<file path="src/sv/spi_slave_buffered_byte_exchange_top_macros.svh">
// Assertion macros for the SPI byte exchanger.
// Used by spi_slave_buffered_byte_exchange_top; expects a clock named clk and reset rst.
`ifndef SPI_SLAVE_BUFFERED_BYTE_EXCHANGE_TOP_MACROS_SVH
`define SPI_SLAVE_BUFFERED_BYTE_EXCHANGE_TOP_MACROS_SVH

// Check a property on every clock edge outside reset.
`define SSBBE_CHECK(lbl, prop, msg) \
  lbl: assert property (@(posedge clk) disable iff (rst) prop) else $error(msg);

// Check a property on every clock edge, reset included.
`define SSBBE_CHECK_RST(lbl, prop, msg) \
  lbl: assert property (@(posedge clk) prop) else $error(msg);

`endif

</file>
<file path="src/sv/ssbbe_pkg.sv">
// Shared types for the SPI byte exchanger: event codes and ring control/status.
// No dependencies.
package ssbbe_pkg;

  typedef enum logic [1:0] {
    OP_EXCHANGE = 2'd0,
    OP_PUT      = 2'd1,
    OP_GET      = 2'd2,
    OP_UNUSED   = 2'd3
  } op_t;

  typedef struct packed {
    logic push;
    logic pop;
  } ring_ctrl_t;

  typedef struct packed {
    logic full;
    logic empty;
  } ring_status_t;

endpackage

</file>
<file path="src/sv/ssbbe_if.sv">
// Channel interfaces for the SPI byte exchanger: event, result and filler write.
// Depends on ssbbe_pkg.
interface ssbbe_req_if;
  logic             valid;
  logic             ready;
  ssbbe_pkg::op_t   operation;
  logic [7:0]       data_in;
  modport source (output valid, output operation, output data_in, input ready);
  modport sink   (input valid, input operation, input data_in, output ready);
endinterface

interface ssbbe_rsp_if;
  logic       valid;
  logic       ready;
  logic [7:0] data_out;
  logic       ok;
  logic       rx_dropped;
  logic       tx_underrun;
  modport source (output valid, output data_out, output ok, output rx_dropped,
                  output tx_underrun, input ready);
  modport sink   (input valid, input data_out, input ok, input rx_dropped,
                  input tx_underrun, output ready);
endinterface

interface ssbbe_cfg_if;
  logic       valid;
  logic       ready;
  logic [7:0] data;
  modport source (output valid, output data, input ready);
  modport sink   (input valid, input data, output ready);
endinterface

</file>
<file path="src/sv/ssbbe_ring.sv">
// Byte ring with free-running counters modulo 2*DEPTH and a registered read port.
// Depends on ssbbe_pkg for the control and status structs.
module ssbbe_ring #(
  parameter int DEPTH = 16
) (
  input  logic                    clk,
  input  logic                    rst,
  input  ssbbe_pkg::ring_ctrl_t   ctrl,
  input  logic [7:0]              push_data,
  output ssbbe_pkg::ring_status_t status,
  output logic [7:0]              pop_data
);

  localparam int CW = $clog2(2 * DEPTH);
  localparam int AW = $clog2(DEPTH);
  localparam int DW = CW + 1;

  logic [7:0]    mem [DEPTH];
  logic [CW-1:0] wr_count;
  logic [CW-1:0] rd_count;
  logic [CW-1:0] wr_count_next;
  logic [CW-1:0] rd_count_next;
  logic [AW-1:0] wr_slot;
  logic [AW-1:0] rd_slot;
  logic [DW-1:0] fill;

  function automatic logic [CW-1:0] step(input logic [CW-1:0] c);
    return (c == CW'(2 * DEPTH - 1)) ? '0 : c + CW'(1);
  endfunction

  function automatic logic [AW-1:0] slot(input logic [CW-1:0] c);
    logic [CW-1:0] s;
    s = (c >= CW'(DEPTH)) ? c - CW'(DEPTH) : c;
    return s[AW-1:0];
  endfunction

  always_comb begin
    wr_slot = slot(wr_count);
    rd_slot = slot(rd_count);
    fill = (wr_count >= rd_count) ? DW'(wr_count) - DW'(rd_count)
                                  : DW'(wr_count) + DW'(2 * DEPTH) - DW'(rd_count);
    status.full  = (fill == DW'(DEPTH));
    status.empty = (wr_count == rd_count);
    wr_count_next = ctrl.push ? step(wr_count) : wr_count;
    rd_count_next = ctrl.pop ? step(rd_count) : rd_count;
  end

  always_ff @(posedge clk) begin
    if (rst) begin
      wr_count <= '0;
      rd_count <= '0;
    end else begin
      wr_count <= wr_count_next;
      rd_count <= rd_count_next;
    end
  end

  always_ff @(posedge clk) begin
    if (ctrl.push) begin
      mem[wr_slot] <= push_data;
    end
  end

  // hold the read word until the next pop
  always_ff @(posedge clk) begin
    if (ctrl.pop) begin
      pop_data <= mem[rd_slot];
    end
  end

endmodule

</file>
<file path="src/sv/spi_slave_buffered_byte_exchange_top.sv">
// SPI slave byte exchanger with receive and transmit rings.
// Depends on ssbbe_pkg, ssbbe_if, ssbbe_ring and the assertion macro header.
//
// Usage:
//   req carries one event per word: exchange (link byte in, byte out),
//   put (queue a transmit byte) or get (take a received byte).
//   rsp returns exactly one word per event: data_out, ok, rx_dropped,
//   tx_underrun. cfg writes the filler byte sent on transmit underrun;
//   write it only while no event is in flight.
// Pipeline: an accepted event updates the ring counters and reads the ring
//   memory into its read register while its kind and flags enter the middle
//   stage; the result register is loaded from that stage.
// Throughput: one event per cycle while rsp is not held, set by the single
//   memory access per ring per event and the counter update.
// Reset: all ring counters clear (both rings empty), the filler byte
//   returns to 0xFF, no result is pending. Ring memories are not cleared.
// Stall: while rsp is held, the result register and the middle stage hold;
//   req.ready drops once both are occupied, so no event is lost.
`include "spi_slave_buffered_byte_exchange_top_macros.svh"

module spi_slave_buffered_byte_exchange_top #(
  parameter int DEPTH = 16
) (
  input logic         clk,
  input logic         rst,
  ssbbe_req_if.sink   req,
  ssbbe_rsp_if.source rsp,
  ssbbe_cfg_if.sink   cfg
);

  ssbbe_pkg::ring_ctrl_t   rx_ctrl;
  ssbbe_pkg::ring_ctrl_t   tx_ctrl;
  ssbbe_pkg::ring_status_t rx_status;
  ssbbe_pkg::ring_status_t tx_status;
  logic [7:0]              rx_pop_data;
  logic [7:0]              tx_pop_data;

  logic [7:0] filler;

  // middle stage: event kind and flags, ring read data sits in the rings
  logic           mid_valid;
  ssbbe_pkg::op_t mid_op;
  logic           mid_ok;
  logic           mid_dropped;
  logic           mid_underrun;

  logic           accept;
  logic           advance;
  logic [7:0]     data_out_next;

  // result register advances when empty or being drained
  assign advance   = !rsp.valid || rsp.ready;
  assign req.ready = !mid_valid || advance;
  assign accept    = req.valid && req.ready;
  assign cfg.ready = 1'b1;

  // decide ring moves from the current counters
  always_comb begin
    rx_ctrl = '0;
    tx_ctrl = '0;
    if (accept) begin
      unique case (req.operation)
        ssbbe_pkg::OP_EXCHANGE: begin
          rx_ctrl.push = !rx_status.full;
          tx_ctrl.pop  = !tx_status.empty;
        end
        ssbbe_pkg::OP_PUT: tx_ctrl.push = !tx_status.full;
        ssbbe_pkg::OP_GET: rx_ctrl.pop  = !rx_status.empty;
        default: ;
      endcase
    end
  end

  ssbbe_ring #(.DEPTH(DEPTH)) u_rx_ring (
    .clk       (clk),
    .rst       (rst),
    .ctrl      (rx_ctrl),
    .push_data (req.data_in),
    .status    (rx_status),
    .pop_data  (rx_pop_data)
  );

  ssbbe_ring #(.DEPTH(DEPTH)) u_tx_ring (
    .clk       (clk),
    .rst       (rst),
    .ctrl      (tx_ctrl),
    .push_data (req.data_in),
    .status    (tx_status),
    .pop_data  (tx_pop_data)
  );

  always_ff @(posedge clk) begin
    if (rst) begin
      filler <= 8'hFF;
    end else if (cfg.valid) begin
      filler <= cfg.data;
    end
  end

  always_ff @(posedge clk) begin
    if (rst) begin
      mid_valid <= 1'b0;
    end else if (accept) begin
      mid_valid <= 1'b1;
    end else if (advance) begin
      mid_valid <= 1'b0;
    end
  end

  always_ff @(posedge clk) begin
    if (accept) begin
      mid_op       <= req.operation;
      mid_dropped  <= (req.operation == ssbbe_pkg::OP_EXCHANGE) && rx_status.full;
      mid_underrun <= (req.operation == ssbbe_pkg::OP_EXCHANGE) && tx_status.empty;
      mid_ok       <= (req.operation == ssbbe_pkg::OP_EXCHANGE) ||
                      (req.operation == ssbbe_pkg::OP_PUT && !tx_status.full) ||
                      (req.operation == ssbbe_pkg::OP_GET && !rx_status.empty);
    end
  end

  // pick the outgoing byte: ring data, filler, or zero
  always_comb begin
    unique case (mid_op)
      ssbbe_pkg::OP_EXCHANGE: data_out_next = mid_underrun ? filler : tx_pop_data;
      ssbbe_pkg::OP_GET:      data_out_next = mid_ok ? rx_pop_data : 8'h00;
      default:                data_out_next = 8'h00;
    endcase
  end

  always_ff @(posedge clk) begin
    if (rst) begin
      rsp.valid <= 1'b0;
    end else if (advance) begin
      rsp.valid <= mid_valid;
    end
  end

  always_ff @(posedge clk) begin
    if (advance && mid_valid) begin
      rsp.data_out    <= data_out_next;
      rsp.ok          <= mid_ok;
      rsp.rx_dropped  <= mid_dropped;
      rsp.tx_underrun <= mid_underrun;
    end
  end

  `SSBBE_CHECK_RST(a_reset_empty, rst |=> !rsp.valid && !mid_valid, "pipeline not empty after reset")
  `SSBBE_CHECK(a_mid_held, mid_valid && !advance |=> mid_valid, "middle stage lost a word under stall")
  `SSBBE_CHECK(a_flags_need_ok, rsp.valid && (rsp.rx_dropped || rsp.tx_underrun) |-> rsp.ok, "exchange flag without ok")
  `SSBBE_CHECK(a_refused_zero, rsp.valid && !rsp.ok |-> rsp.data_out == 8'h00, "refused word carries data")

endmodule
</file>
<file path="src/flat_wrapper.sv">
// flat-port wrapper written by rule: the top's interface ports become plain ports
module spi_slave_buffered_byte_exchange_top_flat 
#(
  parameter int DEPTH = 16
)
  (clk, rst, req_valid, req_operation, req_data_in, req_ready, rsp_valid, rsp_data_out, rsp_ok, rsp_rx_dropped, rsp_tx_underrun, rsp_ready, cfg_valid, cfg_data, cfg_ready);
  ssbbe_req_if req_i ();
  ssbbe_rsp_if rsp_i ();
  ssbbe_cfg_if cfg_i ();
  input logic clk;
  input logic rst;
  input wire logic [$bits(req_i.valid)-1:0] req_valid;
  input wire logic [$bits(req_i.operation)-1:0] req_operation;
  input wire logic [$bits(req_i.data_in)-1:0] req_data_in;
  output wire logic [$bits(req_i.ready)-1:0] req_ready;
  output wire logic [$bits(rsp_i.valid)-1:0] rsp_valid;
  output wire logic [$bits(rsp_i.data_out)-1:0] rsp_data_out;
  output wire logic [$bits(rsp_i.ok)-1:0] rsp_ok;
  output wire logic [$bits(rsp_i.rx_dropped)-1:0] rsp_rx_dropped;
  output wire logic [$bits(rsp_i.tx_underrun)-1:0] rsp_tx_underrun;
  input wire logic [$bits(rsp_i.ready)-1:0] rsp_ready;
  input wire logic [$bits(cfg_i.valid)-1:0] cfg_valid;
  input wire logic [$bits(cfg_i.data)-1:0] cfg_data;
  output wire logic [$bits(cfg_i.ready)-1:0] cfg_ready;
  assign req_i.valid = req_valid;
  assign req_i.operation = req_operation;
  assign req_i.data_in = req_data_in;
  assign req_ready = req_i.ready;
  assign rsp_valid = rsp_i.valid;
  assign rsp_data_out = rsp_i.data_out;
  assign rsp_ok = rsp_i.ok;
  assign rsp_rx_dropped = rsp_i.rx_dropped;
  assign rsp_tx_underrun = rsp_i.tx_underrun;
  assign rsp_i.ready = rsp_ready;
  assign cfg_i.valid = cfg_valid;
  assign cfg_i.data = cfg_data;
  assign cfg_ready = cfg_i.ready;
  spi_slave_buffered_byte_exchange_top #(.DEPTH(DEPTH)) u_core (.clk(clk), .rst(rst), .req(req_i), .rsp(rsp_i), .cfg(cfg_i));
endmodule
</file>
<file path="config.mk">
export PLATFORM = sky130hd
export DESIGN_NAME = spi_slave_buffered_byte_exchange_top_flat
export DESIGN_NICKNAME = d
export VERILOG_FILES = /design/src/sv/ssbbe_pkg.sv /design/src/sv/ssbbe_if.sv /design/src/sv/ssbbe_ring.sv /design/src/sv/spi_slave_buffered_byte_exchange_top.sv /design/src/flat_wrapper.sv
export VERILOG_INCLUDE_DIRS = /design/src /design/src/sv
export SDC_FILE = /design/constraint.sdc
export NUM_CORES = 1
export LEC_CHECK = 0
export BUFFER_PORTS_ARGS = -buffer_cell sky130_fd_sc_hd__buf_2
export CAP_MARGIN = 0
export CORE_UTILIZATION = 30
export DETAILED_ROUTE_END_ITERATION = 10
export PLACE_DENSITY_LB_ADDON = 0.15
export SETUP_SLACK_MARGIN = 0.2
export SLEW_MARGIN = 25
export SYNTH_ARGS = -nofsm -noshare
export SYNTH_HDL_FRONTEND = slang
export SYNTH_SLANG_ARGS = --single-unit
</file>
<file path="constraint.sdc">
create_clock -name clk -period 4.2 [get_ports clk]
set_input_delay 1.26 -clock clk [delete_from_list [all_inputs] [get_ports clk]]
set_output_delay 1.26 -clock clk [all_outputs]
set_load 0.01 [all_outputs]
</file>
Yosys cells after proc, flatten, opt, wreduce, memory -nomap -nowiden. Memory sizes are Yosys's and may differ from the RTL's. A register that Yosys moved wholly into a read port is not among the register bits. Cells that the tools add are included.

Memories kept: 2. Word-level logic and storage cells: 92. Bits in writable memories: 256. Input bits: 23. Register bits after elaboration: 46. Output and inout bits: 14.

Magnitude comparators: 6. Equal/unequal tests: 11. Add/subtract/negate cells: 14. Muxes and demuxes: 25. Reductions and logical operators: 19.

Memory list: u_core.u_rx_ring.mem (depth 16, width 8, rd ports 1, clocked after Yosys merged registers in 1, write ports 1, line ssbbe_ring.sv:18) `logic [7:0] mem [DEPTH];`; u_core.u_tx_ring.mem (depth 16, width 8, rd ports 1, clocked after Yosys merged registers in 1, write ports 1, line ssbbe_ring.sv:18).

Operator list (number): adder 5 x 1 -> 5 bit, second input constant (4); equality test 5 bit, second input constant (4); >= comparator 5 bit, second input constant (4); two-way mux 5 bit (4); two-way mux 4 bit (4); two-way mux 8 bit (2); case mux 8 bit (2 select lines) (1); subtractor 4 x 1 -> 4 bit, second input constant (4); adder 5 x 6 -> 6 bit, second input constant (2); equality test 6 x 5 -> 1 bit, second input constant (2); two-way mux 6 bit (2); subtractor 5 x 5 -> 6 bit (2); subtractor 6 x 5 -> 6 bit (2); equality test 5 bit (2); >= comparator 5 bit (2); two-way mux 1 bit (10); logical AND 1 bit (6); zero test 1 bit (6); equality test 2 bit, second input constant (2); zero test 2 bit (2); logical OR 1 bit (4); two-way mux 2 bit (2); equality test 2 x 1 -> 1 bit, second input constant (1); nonzero test 2 bit (1).

Depth between registers and ports, before layout. Gate-level depths: netlist of the first run.

Word-level depth: 9. Depth in mapped cells: 10. Depth with buffers taken out: 8.

Hierarchy. Synthesis of the first run repeated with hierarchy kept, for this count alone.

Cells, all modules: 688. Area total of the unflattened synthesis: 12973.7 µm².

Modules (own cells, without submodules): ssbbe_ring at u_core.u_tx_ring (area each 5949.5 µm², cells each 300, seq. area each 4284.1 µm², instances 1); ssbbe_ring at u_core.u_rx_ring (area each 5893.2 µm², cells each 301, seq. area each 4284.1 µm², instances 1); spi_slave_buffered_byte_exchange_top (area each 1131.1 µm², cells each 87, seq. area each 680.7 µm², instances 1).

Worst setup path after synthesis of the first run. No wires, ideal clock.

Kind: input to register. Start: input rsp_ready. End: memory u_core.u_tx_ring.mem[2][0] (enable). Path slack: 1.280 ns. Cell stages on the path: 6. Data arrival time: 2.589 ns. Setup time: 0.332 ns. Buffers on the path: 1. Required time: 3.868 ns. Path through: nand3b_2 -> and2_1 -> nand3b_1 -> a21oi_1 -> clkbuf_1 -> and3_1.

Longest elaborated chain between the ends: 6.

RTL lines: from (decl) (line flat_wrapper.sv:21) `input wire logic [$bits(rsp_i.ready)-1:0] rsp_ready;`; logical OR 1 bit (line spi_slave_buffered_byte_exchange_top.sv:52) `assign advance = !rsp.valid || rsp.ready;`; logical OR 1 bit (line spi_slave_buffered_byte_exchange_top.sv:53) `assign req.ready = !mid_valid || advance;`; logical AND 1 bit (line spi_slave_buffered_byte_exchange_top.sv:54) `assign accept = req.valid && req.ready;`; named net u_core.accept (line spi_slave_buffered_byte_exchange_top.sv:47) `logic accept;`; two-way mux 2 bit (line spi_slave_buffered_byte_exchange_top.sv:61) `if (accept) begin`; two-way mux 1 bit (line ssbbe_ring.sv:59) `if (ctrl.push) begin`; two-way mux 1 bit (not written as such) (line ssbbe_ring.sv:60) `mem[wr_slot] <= push_data;`; to (decl) (line ssbbe_ring.sv:18).

The timed path passes the listed nets, and every way through them passes these cells.

Final worst setup path of the first run.
Start: register u_core.u_rx_ring.rd_count[1]. End: memory u_core.u_rx_ring.mem[3][2] (enable).

Longest elaborated chain between the ends: 8. Elaborated cells between the ends (all ways): 10. Those cells by class: add/sub: 2; order compare: 1; eq/ne: 1; mux: 5; reduce/logical: 1.

RTL lines: from (decl) (line ssbbe_ring.sv:20) `logic [CW-1:0] rd_count;`; from (signal assigned) (line ssbbe_ring.sv:54) `rd_count <= rd_count_next;`; subtractor 6 x 5 -> 6 bit, or another cell as far along (line ssbbe_ring.sv:41) `: DW'(wr_count) + DW'(2 * DEPTH) - DW'(rd_count);`; two-way mux 6 bit * (line ssbbe_ring.sv:40) `fill = (wr_count >= rd_count) ? DW'(wr_count) - DW'(rd_count)`; equality test 6 x 5 -> 1 bit * (line ssbbe_ring.sv:42) `status.full = (fill == DW'(DEPTH));`; zero test 1 bit * (line spi_slave_buffered_byte_exchange_top.sv:64) `rx_ctrl.push = !rx_status.full;`; two-way mux 1 bit * (line spi_slave_buffered_byte_exchange_top.sv:62) `unique case (req.operation)`; two-way mux 2 bit * (line spi_slave_buffered_byte_exchange_top.sv:61); two-way mux 1 bit * (line ssbbe_ring.sv:59); two-way mux 1 bit (not written as such) * (line ssbbe_ring.sv:60); to (decl) (line ssbbe_ring.sv:18).

Mark *: on every way between the ends. The rest lies on a longest branch, timed or not.

==> metrics.md, run 1 <==
| Metric | Value |
|---|---|
| Worst slew margin | `0.351` |
| Distinct cell type count after synthesis | `52` |
| Family with the most delay on the worst path | `simple AND/OR/NAND/NOR gates` |
| Number of antenna-violating nets in the routed design | `0` |
| Effective utilization at floorplan | `0.304` |
| Tightest Hold Check Type | `reg2reg` |
| P&R area growth vs syn | `15.4%` |
| Setup Crit Path Kind | `reg2reg` |
| Cell at the root of the clock tree | `sky130_fd_sc_hd__clkbuf_16` |
| Detailed router's first-iteration violation count | `717` |
| Layout Cells excl Fill | `1345` |
| Floorplan die width | `211 um` |
| Min-delay src | `u_core.mid_dropped` |
| Hold buffer count at CTS | `0` |
| Total wire length after detailed routing | `32400 um` |
| Cell Area, Placed | `13900 um2` |
| DR vias/cell | `4.98` |
| R2R Path Start | `u_core.u_rx_ring.rd_count[1]` |
| Top cell type by total area after synthesis | `sky130_fd_sc_hd__edfxtp_1` |
| Number of flops mapped to enable cells by yosys | `288` |
| Share of total power in the clock network | `0.469` |
| CP Cell Sequence | `inv_1, ha_1, nor2b_1, o21ai_0, and4b_1, nor2_2, buf_4, and3_1` |
| Crit Reg-Reg Endpoint | `u_core.u_rx_ring.mem[3][2]` |
| H-tree levels | `2` |
| Summed instance area of the synthesized netlist | `13100 um2` |
| Final critical-path share of the clock period | `0.739` |
| Switching part of the total power | `0.208` |
| Synthesized area per cell | `19.3 um2` |
| Slack of the worst reg-to-reg path | `1.10 ns` |
| Largest net degree at the start of global routing | `38` |
| Setup ws final | `1.10 ns` |
| Leakage Power | `5.06 nW` |
| Post-Route Skew | `0.0212 ns` |
| Vias | `6698` |
| Longest individual stage delay on the worst path | `0.95 ns` |
| Peak fanout along the critical path | `20` |
| R2r worst-path depth | `8` |
| Max-slew violation count | `0` |
| Layout fillers | `4053` |
| Result of the run | `complete, no violations` |
| Critical-path cell with the highest stage delay | `sky130_fd_sc_hd__dfxtp_1` |
| Weighted congestion reported at the end of routability-driven placement | `0.816` |
| Post-detail-place hpwl | `21500 um` |
| Critical Path Start Type | `flip-flop` |
| Total power of the final layout | `6.93 mW` |
| Post-CTS sizing | `0` |
| Die extent in y | `211 um` |
| Cell Int Power | `5.49 mW` |
| Core region area | `43200 um2` |
| Number of placement rows | `76` |
| Slew at the pin closest to its max-slew limit | `0.972 ns` |
| Mapped Nets | `731` |
| Avg WL per Cell | `24.1 um` |
| Synth area leaders | `sky130_fd_sc_hd__edfxtp_1, sky130_fd_sc_hd__mux4_1, sky130_fd_sc_hd__mux4_2, sky130_fd_sc_hd__dfxtp_1, sky130_fd_sc_hd__ha_1` |
| Synthesized flop and latch total | `318` |
| Maximum vdd drop | `0.320 mV` |
| Proportion of netlist area held by the largest area contributor | `0.658` |
| Final instance area | `15200 um2` |
| Boundary pin count | `37` |
| Remaining design rule violation count | `0` |
| CTS tree | `done` |
| First-pass GRT wire length | `47300 um` |
| Category of the worst setup path capture point | `flip-flop` |
| Most used DFF post-synth | `sky130_fd_sc_hd__edfxtp_1` |
| Via count of the first global-routing pass | `6938` |
| Worst skew pair latency | `0.53 ns` |
| Sum Neg Setup Slack | `0 ns` |
| DR pass1 iterations | `5` |
| Number of antenna violations at the first check in global routing | `1` |
| Critical path required time | `4.37 ns` |
| Count of endpoints failing hold in the final timing report | `0` |
| Seq/Total Area, Yosys | `0.704` |
| Number of buffers created by CTS | `35` |
| Number of inserted diodes | `0` |
| Number of warning messages in the yosys log | `0` |
| Clock input transition at the sequential cells of the worst setup and hold paths | `0.06 ns` |
| Net switching power | `1.44 mW` |
| Proportion of power drawn by combinational gates | `0.028` |
| Total congestion overflow after global routing | `0` |
| Post-CTS setup buffer count | `0` |
| RSZ-0062 raised after global routing | `no` |
| Util after Layout | `0.351` |
| Max Fclk | `322 MHz` |
| Count of port buffers added during placement | `35` |
| Worst Path Arrival | `3.28 ns` |
| Flop pwr share | `0.503` |
| Final Hold Slack | `0.448 ns` |
| Instance count after placement with tap cells included | `1282` |
| Setup violation total in the final timing report | `0` |
| Total GRT Usage | `0.148` |
| Final Critical Period | `3.10 ns` |
| Clock buffer depth | `3` |
| Fraction of registers with async set/reset | `0` |
| DP Worst Slack | `0.912 ns` |
| Full die area | `44600 um2` |
| Ratio of total power to cell area | `458 nW/um2` |
| Hold worst-path end | `u_core.rsp.rx_dropped` |
| Clock tree sinks | `318` |
| Most frequent cells in the layout | `sky130_fd_sc_hd__edfxtp_1, sky130_fd_sc_hd__mux4_1, sky130_fd_sc_hd__and3_1` |
| Most frequent standard cell in the layout excluding fill and tap cells | `sky130_fd_sc_hd__edfxtp_1` |
| Share of final-layout standard cells stronger than drive strength 1 | `0.188` |
| # nets final | `783` |
| Worst Hold Path Cells | `0` |
| Max-capacitance violation count | `0` |
| Crit path buf inv count | `2` |
| Count of mapped cells out of synthesis | `682` |
==> power groups by stage <==
stage | clock network, mW | registers, mW | logic [mW]
final | 3.25 | 3.49 | 0.195
after global routing | 3.43 | 3.49 | 0.212
after CTS | 3.31 | 3.49 | 0.201
after detailed placement | 0 | 3.56 | 0.200
after global placement | 0 | 3.56 | 0.201
after floorplan | 0 | 3.55 | 0.0880
==> worst max path at each step <==
stage                                            start                     endpoint  slack (ns)  cells past startpoint
after floorplan                              rsp_ready   u_core.u_tx_ring.mem[2][0]        1.28                      6
after CTS                 u_core.u_rx_ring.rd_count[1]  u_core.u_rx_ring.mem[12][7]        1.12                      8
after global routing      u_core.u_rx_ring.rd_count[1]   u_core.u_rx_ring.mem[3][2]        0.89                      8
final                     u_core.u_rx_ring.rd_count[1]   u_core.u_rx_ring.mem[3][2]        1.10                      8
after global placement                       rsp_ready  u_core.u_tx_ring.mem[10][6]        0.99                      7
after detailed placement                     rsp_ready  u_core.u_tx_ring.mem[10][5]        0.91                      7
==> synthesized netlist by cell type, drive strengths merged, types with 3 or more instances <==
master,instances
a21oi,12
a31oi,9
and2,3
and3,39
buf,18
clkbuf,10
dfxtp,30
edfxtp,288
ha,24
inv,19
mux2i,22
mux4,80
nand2,24
nand3,12
nand3b,4
nor2,23
nor2b,8
nor3,8
nor4b,4
o21ai,15
or3,3
==> state kept, by name, summed over array words and instances (netlist names) <==
| name | count |
|---|---|
| u_core.filler | 8 |
| u_core.mid_dropped | 1 |
| u_core.mid_ok | 1 |
| u_core.mid_op | 2 |
| u_core.mid_underrun | 1 |
| u_core.mid_valid | 1 |
| u_core.rsp.data_out | 8 |
| u_core.rsp.ok | 1 |
| u_core.rsp.rx_dropped | 1 |
| u_core.rsp.tx_underrun | 1 |
| u_core.rsp.valid | 1 |
| u_core.u_rx_ring.mem | 128 |
| u_core.u_rx_ring.pop_data | 8 |
| u_core.u_rx_ring.rd_count | 5 |
| u_core.u_rx_ring.wr_count | 5 |
| u_core.u_tx_ring.mem | 128 |
| u_core.u_tx_ring.pop_data | 8 |
| u_core.u_tx_ring.rd_count | 5 |
| u_core.u_tx_ring.wr_count | 5 |
==> routing by layer <==
layer / part of all wire / GRT usage / vias to the layer above
li1: - / - / 2912
met1: 0.45 / 0.202 / 3517
met2: 0.48 / 0.237 / 222
met3: 0.052 / 0.0277 / 45
met4: 0.023 / 0.0492 / 2
met5: 0.00040 / 0 / -
==> final cells by class <==
cell class                 instances  area (um2)  share of cell area
clock buffer                      37         905              0.0597
clock inverter                    26         325              0.0215
inverter                          19        71.3             0.00471
multi-input combinational        317        3630               0.240
sequential                       318        9250               0.611
tap                              585         732              0.0483
timing repair buffer              43         235              0.0155
==> cells by family (layout without fill, tap and decap cells) <==
group           Yosys count  in the layout  share of synthesized area
simple gates            139            139                     0.0591
other cells               1              1                   0.000285
mux                     103            103                      0.169
flops                   318            318                      0.704
compound gates           47             47                     0.0215
buf+inv                  47            125                     0.0193
fa+ha+maj                26             26                     0.0259
xor+xnor                  1              1                   0.000667
Power figures use the tool's default switching activity.
==> run 2: changes to the inputs <==
--- a/config.mk
+++ b/config.mk
@@ -6,6 +6,7 @@
 export SDC_FILE = /design/constraint.sdc
 export NUM_CORES = 1
 export LEC_CHECK = 0
+export ABC_AREA = 1
 export BUFFER_PORTS_ARGS = -buffer_cell sky130_fd_sc_hd__buf_2
 export CAP_MARGIN = 0
 export CORE_UTILIZATION = 30
==> constraint.sdc (replaced) <==
create_clock -name clk -period 2.7 [get_ports clk]
set_input_delay 0.81 -clock clk [delete_from_list [all_inputs] [get_ports clk]]
set_output_delay 0.81 -clock clk [all_outputs]
set_load 0.01 [all_outputs]
==> run 2 against run 1 <==
Cell count rose by 32%; routed wire length rose by 11%; highest routed layer is now met4; critical path type unchanged; count of clock-buffer cells in the layout rose by 4; sequential cell count did not move; fmax rose by 31%; largest cell class unchanged; clock power rose by 45%; via count rose by 32%; cell area rose by 5.3%.
==> metrics.md, run 2 <==
| Metric | Value |
|---|---|
| Final instance area | `16000 um2 (+5.3%)` |
| Tightest Hold Check Type | `reg2reg` |
| Flop pwr share | `0.501 (-0.002)` |
| Clock tree sinks | `318 (unchanged)` |
| Number of inserted diodes | `0 (unchanged)` |
| Category of the worst setup path capture point | `flip-flop` |
| Critical path required time | `3.00 ns (-1.37 ns)` |
| Met3 demand-to-capacity share in global routing | `0.0249 (-0.00273)` |
| Number of placement rows | `76 (unchanged)` |
| Boundary pin count | `37 (unchanged)` |
| Slew at the pin closest to its max-slew limit | `0.753 ns (-0.219 ns)` |
| Dominant cell by count in the synthesized netlist | `sky130_fd_sc_hd__edfxtp_1` |
| Most frequent standard cell in the layout excluding fill and tap cells | `sky130_fd_sc_hd__edfxtp_1` |
| Vias | `8808 (+32%)` |
| Share of total power in the clock network | `0.430 (-0.039)` |
| Crit path buf inv count | `3 (+1)` |
| Worst Path Arrival | `2.66 ns (-0.62 ns)` |
| H-tree levels | `2 (unchanged)` |
| Area of the multi-input gates | `3620 um2 (-0.41%)` |
| Clock input transition at the sequential cells of the worst setup and hold paths | `0.06 ns (about the same)` |
| Full die area | `44800 um2 (+0.46%)` |
| Worst slew margin | `0.498 (+0.147)` |
| Number of flops mapped to enable cells by yosys | `288 (unchanged)` |
| Max-capacitance violation count | `0 (unchanged)` |
| Total wire length after detailed routing | `36000 um (+11%)` |
| Ratio of total power to cell area | `686 nW/um2 (+50%)` |
| Count of port buffers added during placement | `35 (unchanged)` |
| Seq/Total Area, Yosys | `0.701 (-0.00327)` |
| First-pass GRT wire length | `53900 um (+14%)` |
| CTS tree | `done` |
| Most frequent cells in the layout | `sky130_fd_sc_hd__edfxtp_1, sky130_fd_sc_hd__nor2_1, sky130_fd_sc_hd__o21ai_0` |
| Largest net degree at the start of global routing | `68 (+79%)` |
| Peak fanout along the critical path | `7 (-65%)` |
| Worst skew pair latency | `0.53 ns (about the same)` |
| # nets final | `1210 (+55%)` |
| Cell at the root of the clock tree | `sky130_fd_sc_hd__clkbuf_16` |
| GR peak layer | `met2` |
| Final Critical Period | `2.37 ns (-0.734 ns)` |
| Via count of the first global-routing pass | `8591 (+24%)` |
| Mapped Nets | `1117 (+53%)` |
| Proportion of power drawn by combinational gates | `0.069 (+0.041)` |
| Total power of the final layout | `10.9 mW (+58%)` |
| Setup Crit Path Kind | `reg2reg` |
| Setup ws final | `0.332 ns (-0.766 ns)` |
| Maximum vdd drop | `0.424 mV (+32%)` |
| Fraction of registers with async set/reset | `0 (unchanged)` |
| GR Util met2 | `0.255 (+0.0186)` |
| Most used DFF post-synth | `sky130_fd_sc_hd__edfxtp_1` |
| Top post-synthesis cells by count | `sky130_fd_sc_hd__edfxtp_1, sky130_fd_sc_hd__nor2_1, sky130_fd_sc_hd__o21ai_0` |
| Number of warning messages in the yosys log | `0 (unchanged)` |
| Instance count after placement with tap cells included | `1681 (+31%)` |
| Max-slew violation count | `0 (unchanged)` |
| Detailed router's first-iteration violation count | `821 (+15%)` |
| Top cell type by total area after synthesis | `sky130_fd_sc_hd__edfxtp_1` |
| Weighted congestion reported at the end of routability-driven placement | `0.825 (+1.1%)` |
| Count of endpoints failing hold in the final timing report | `0 (unchanged)` |
| Cell Int Power | `8.43 mW (+54%)` |
| Max Fclk | `422 MHz (+31%)` |
| Die extent in y | `212 um (+0.23%)` |
| P&R area growth vs syn | `20.9%` |
| Distinct cell type count after synthesis | `36 (-31%)` |
| Area used by sequential logic in the layout | `9260 um2 (about the same)` |
| Total GRT Usage | `0.162 (+0.0147)` |
| Switching part of the total power | `0.229 (+0.0214)` |
| Util after Layout | `0.369 (+0.0177)` |
| Synthesized flop and latch total | `318 (unchanged)` |
| Cell Area, Placed | `14400 um2 (+3.5%)` |
| DP Worst Slack | `0.148 ns (-0.764 ns)` |
| Family with the most delay on the worst path | `adder cells` |
| Core region area | `43300 um2 (+0.22%)` |
| CP Cell Sequence | `inv_1, ha_1, fa_2, nand2_1, nor2_1, nand2_1, nor2_1, nand3_2, nand3_4, buf_12, nor3_4, buf_4` |
| RSZ-0062 raised after global routing | `no` |
| Result of the run | `complete, no violations` |
| Effective utilization at floorplan | `0.305 (+0.000748)` |
| Global-route met1 utilization | `0.228 (+0.0263)` |
| Longest individual stage delay on the worst path | `0.52 ns (-0.43 ns)` |
| Layout fillers | `4187 (+3.3%)` |
| Synthesized area per cell | `12.4 um2 (-36%)` |
| Total congestion overflow after global routing | `0 (unchanged)` |
| Number of antenna-violating nets in the routed design | `0 (unchanged)` |
| Synth area leaders | `sky130_fd_sc_hd__edfxtp_1, sky130_fd_sc_hd__o21ai_0, sky130_fd_sc_hd__nor2_1, sky130_fd_sc_hd__dfxtp_1, sky130_fd_sc_hd__o221ai_1` |
| DR vias/cell | `4.98 (about the same)` |
| Remaining design rule violation count | `0 (unchanged)` |
| Largest registers | `u_core.u_rx_ring.mem (128), u_core.u_tx_ring.mem (128)` |
| Critical Path Start Type | `flip-flop` |
| Count of mapped cells out of synthesis | `1068 (+57%)` |
| Net switching power | `2.51 mW (+74%)` |
| Setup violation total in the final timing report | `0 (unchanged)` |
| Share of final-layout standard cells stronger than drive strength 1 | `0.178 (-0.00995)` |
| Leakage Power | `5.57 nW (+10%)` |
| Proportion of netlist area held by the largest area contributor | `0.655 (-0.00306)` |
| Clock buffer depth | `3 (unchanged)` |
| Post-Route Skew | `0.0139 ns (-0.00725 ns)` |
| Summed instance area of the synthesized netlist | `13200 um2 (+0.47%)` |
| Number of antenna violations at the first check in global routing | `0 (-1)` |
| Floorplan die width | `212 um (+0.23%)` |
| Number of buffers created by CTS | `36 (+2.9%)` |
| Layout Cells excl Fill | `1769 (+32%)` |
| Avg WL per Cell | `20.4 um (-15%)` |
| Critical-path cell with the highest stage delay | `sky130_fd_sc_hd__fa_2` |
| DR pass1 iterations | `5 (unchanged)` |
| Final critical-path share of the clock period | `0.877 (+0.139)` |
| Post-detail-place hpwl | `22500 um (+4.6%)` |
-- run 2: routing by layer --
layer  wire length (um)  up-vias
li1                   -     4121
met1              16300     4322
met4                936        0
met5                  0        -
met2              16700      307
met3               2020       58
-- run 2: final cells by class --
type / instances / area share
tap: 585 / 0.0459
inverter: 63 / 0.0148
sequential: 318 / 0.580
timing repair buffer: 114 / 0.0626
multi-input combinational: 628 / 0.227
clock inverter: 20 / 0.0106
clock buffer: 41 / 0.0590
-- run 2: path summary, 6_finish.rpt --
check / startpoint / end / slack (ns) / depth (start not counted)
worst max-delay path: u_core.u_tx_ring.wr_count[0] / u_core.u_tx_ring.mem[7][7] / 0.33 / 12
worst min-delay path: u_core.mid_dropped / u_core.rsp.rx_dropped / 0.42 / 0
worst max register to register: u_core.u_tx_ring.wr_count[0] / u_core.u_tx_ring.mem[7][7] / 0.33 / 12
worst min register to register: u_core.mid_dropped / u_core.rsp.rx_dropped / 0.42 / 0
-- run 2: timing repair --
| item | 4_1_cts | 5_1_grt |
|---|---|---|
| hold buffers | 0 | 0 |
| gates resized for setup | 2 | 8 |
| gates cloned | 0 | 1 |
| endpoints found under the hold margin | 0 | 0 |
| setup endpoints to repair | 61 | 259 |
| pin swaps | 4 | 15 |
| buffers inserted | 4 | 22 |
-- run 2: per-stage QoR --
| stage | TNS, ns | hold slack, ns |
|---|---|---|
| after floorplan | -4.33 | 0.400 |
| after global placement | 0 | 0.413 |
| after detailed placement | 0 | 0.417 |
| after CTS | 0 | 0.431 |
| after global routing | 0 | 0.433 |
| final | 0 | 0.424 |
-- run 2: logic make-up after synthesis --
logic type / after synthesis / synth area share
AO/OA/AOI/OAI: 263 / 0.120
XOR/XNOR: 1 / 0.000664
adder cells (fa/ha/maj): 26 / 0.0258
buffers and inverters: 122 / 0.0395
flip-flops: 318 / 0.701
other: 1 / 0.000284
AND/OR/NAND/NOR: 337 / 0.113
-- run 2: worst reg2reg max path: cells and delay by family (launching register included) --
kind	cells	cell delay (ns)
buf+inv	3	0.41
fa+ha+maj	2	0.74
simple gates	7	0.63
flops	1	0.36
-- run 2: power groups by stage --
stage / registers [mW] / clock network, mW / logic, mW
after floorplan: 5.57 / 0 / 0.421
after global placement: 5.58 / 0 / 0.742
after detailed placement: 5.58 / 0 / 0.731
after CTS: 5.48 / 4.82 / 0.740
after global routing: 5.48 / 4.99 / 0.840
final: 5.48 / 4.71 / 0.757
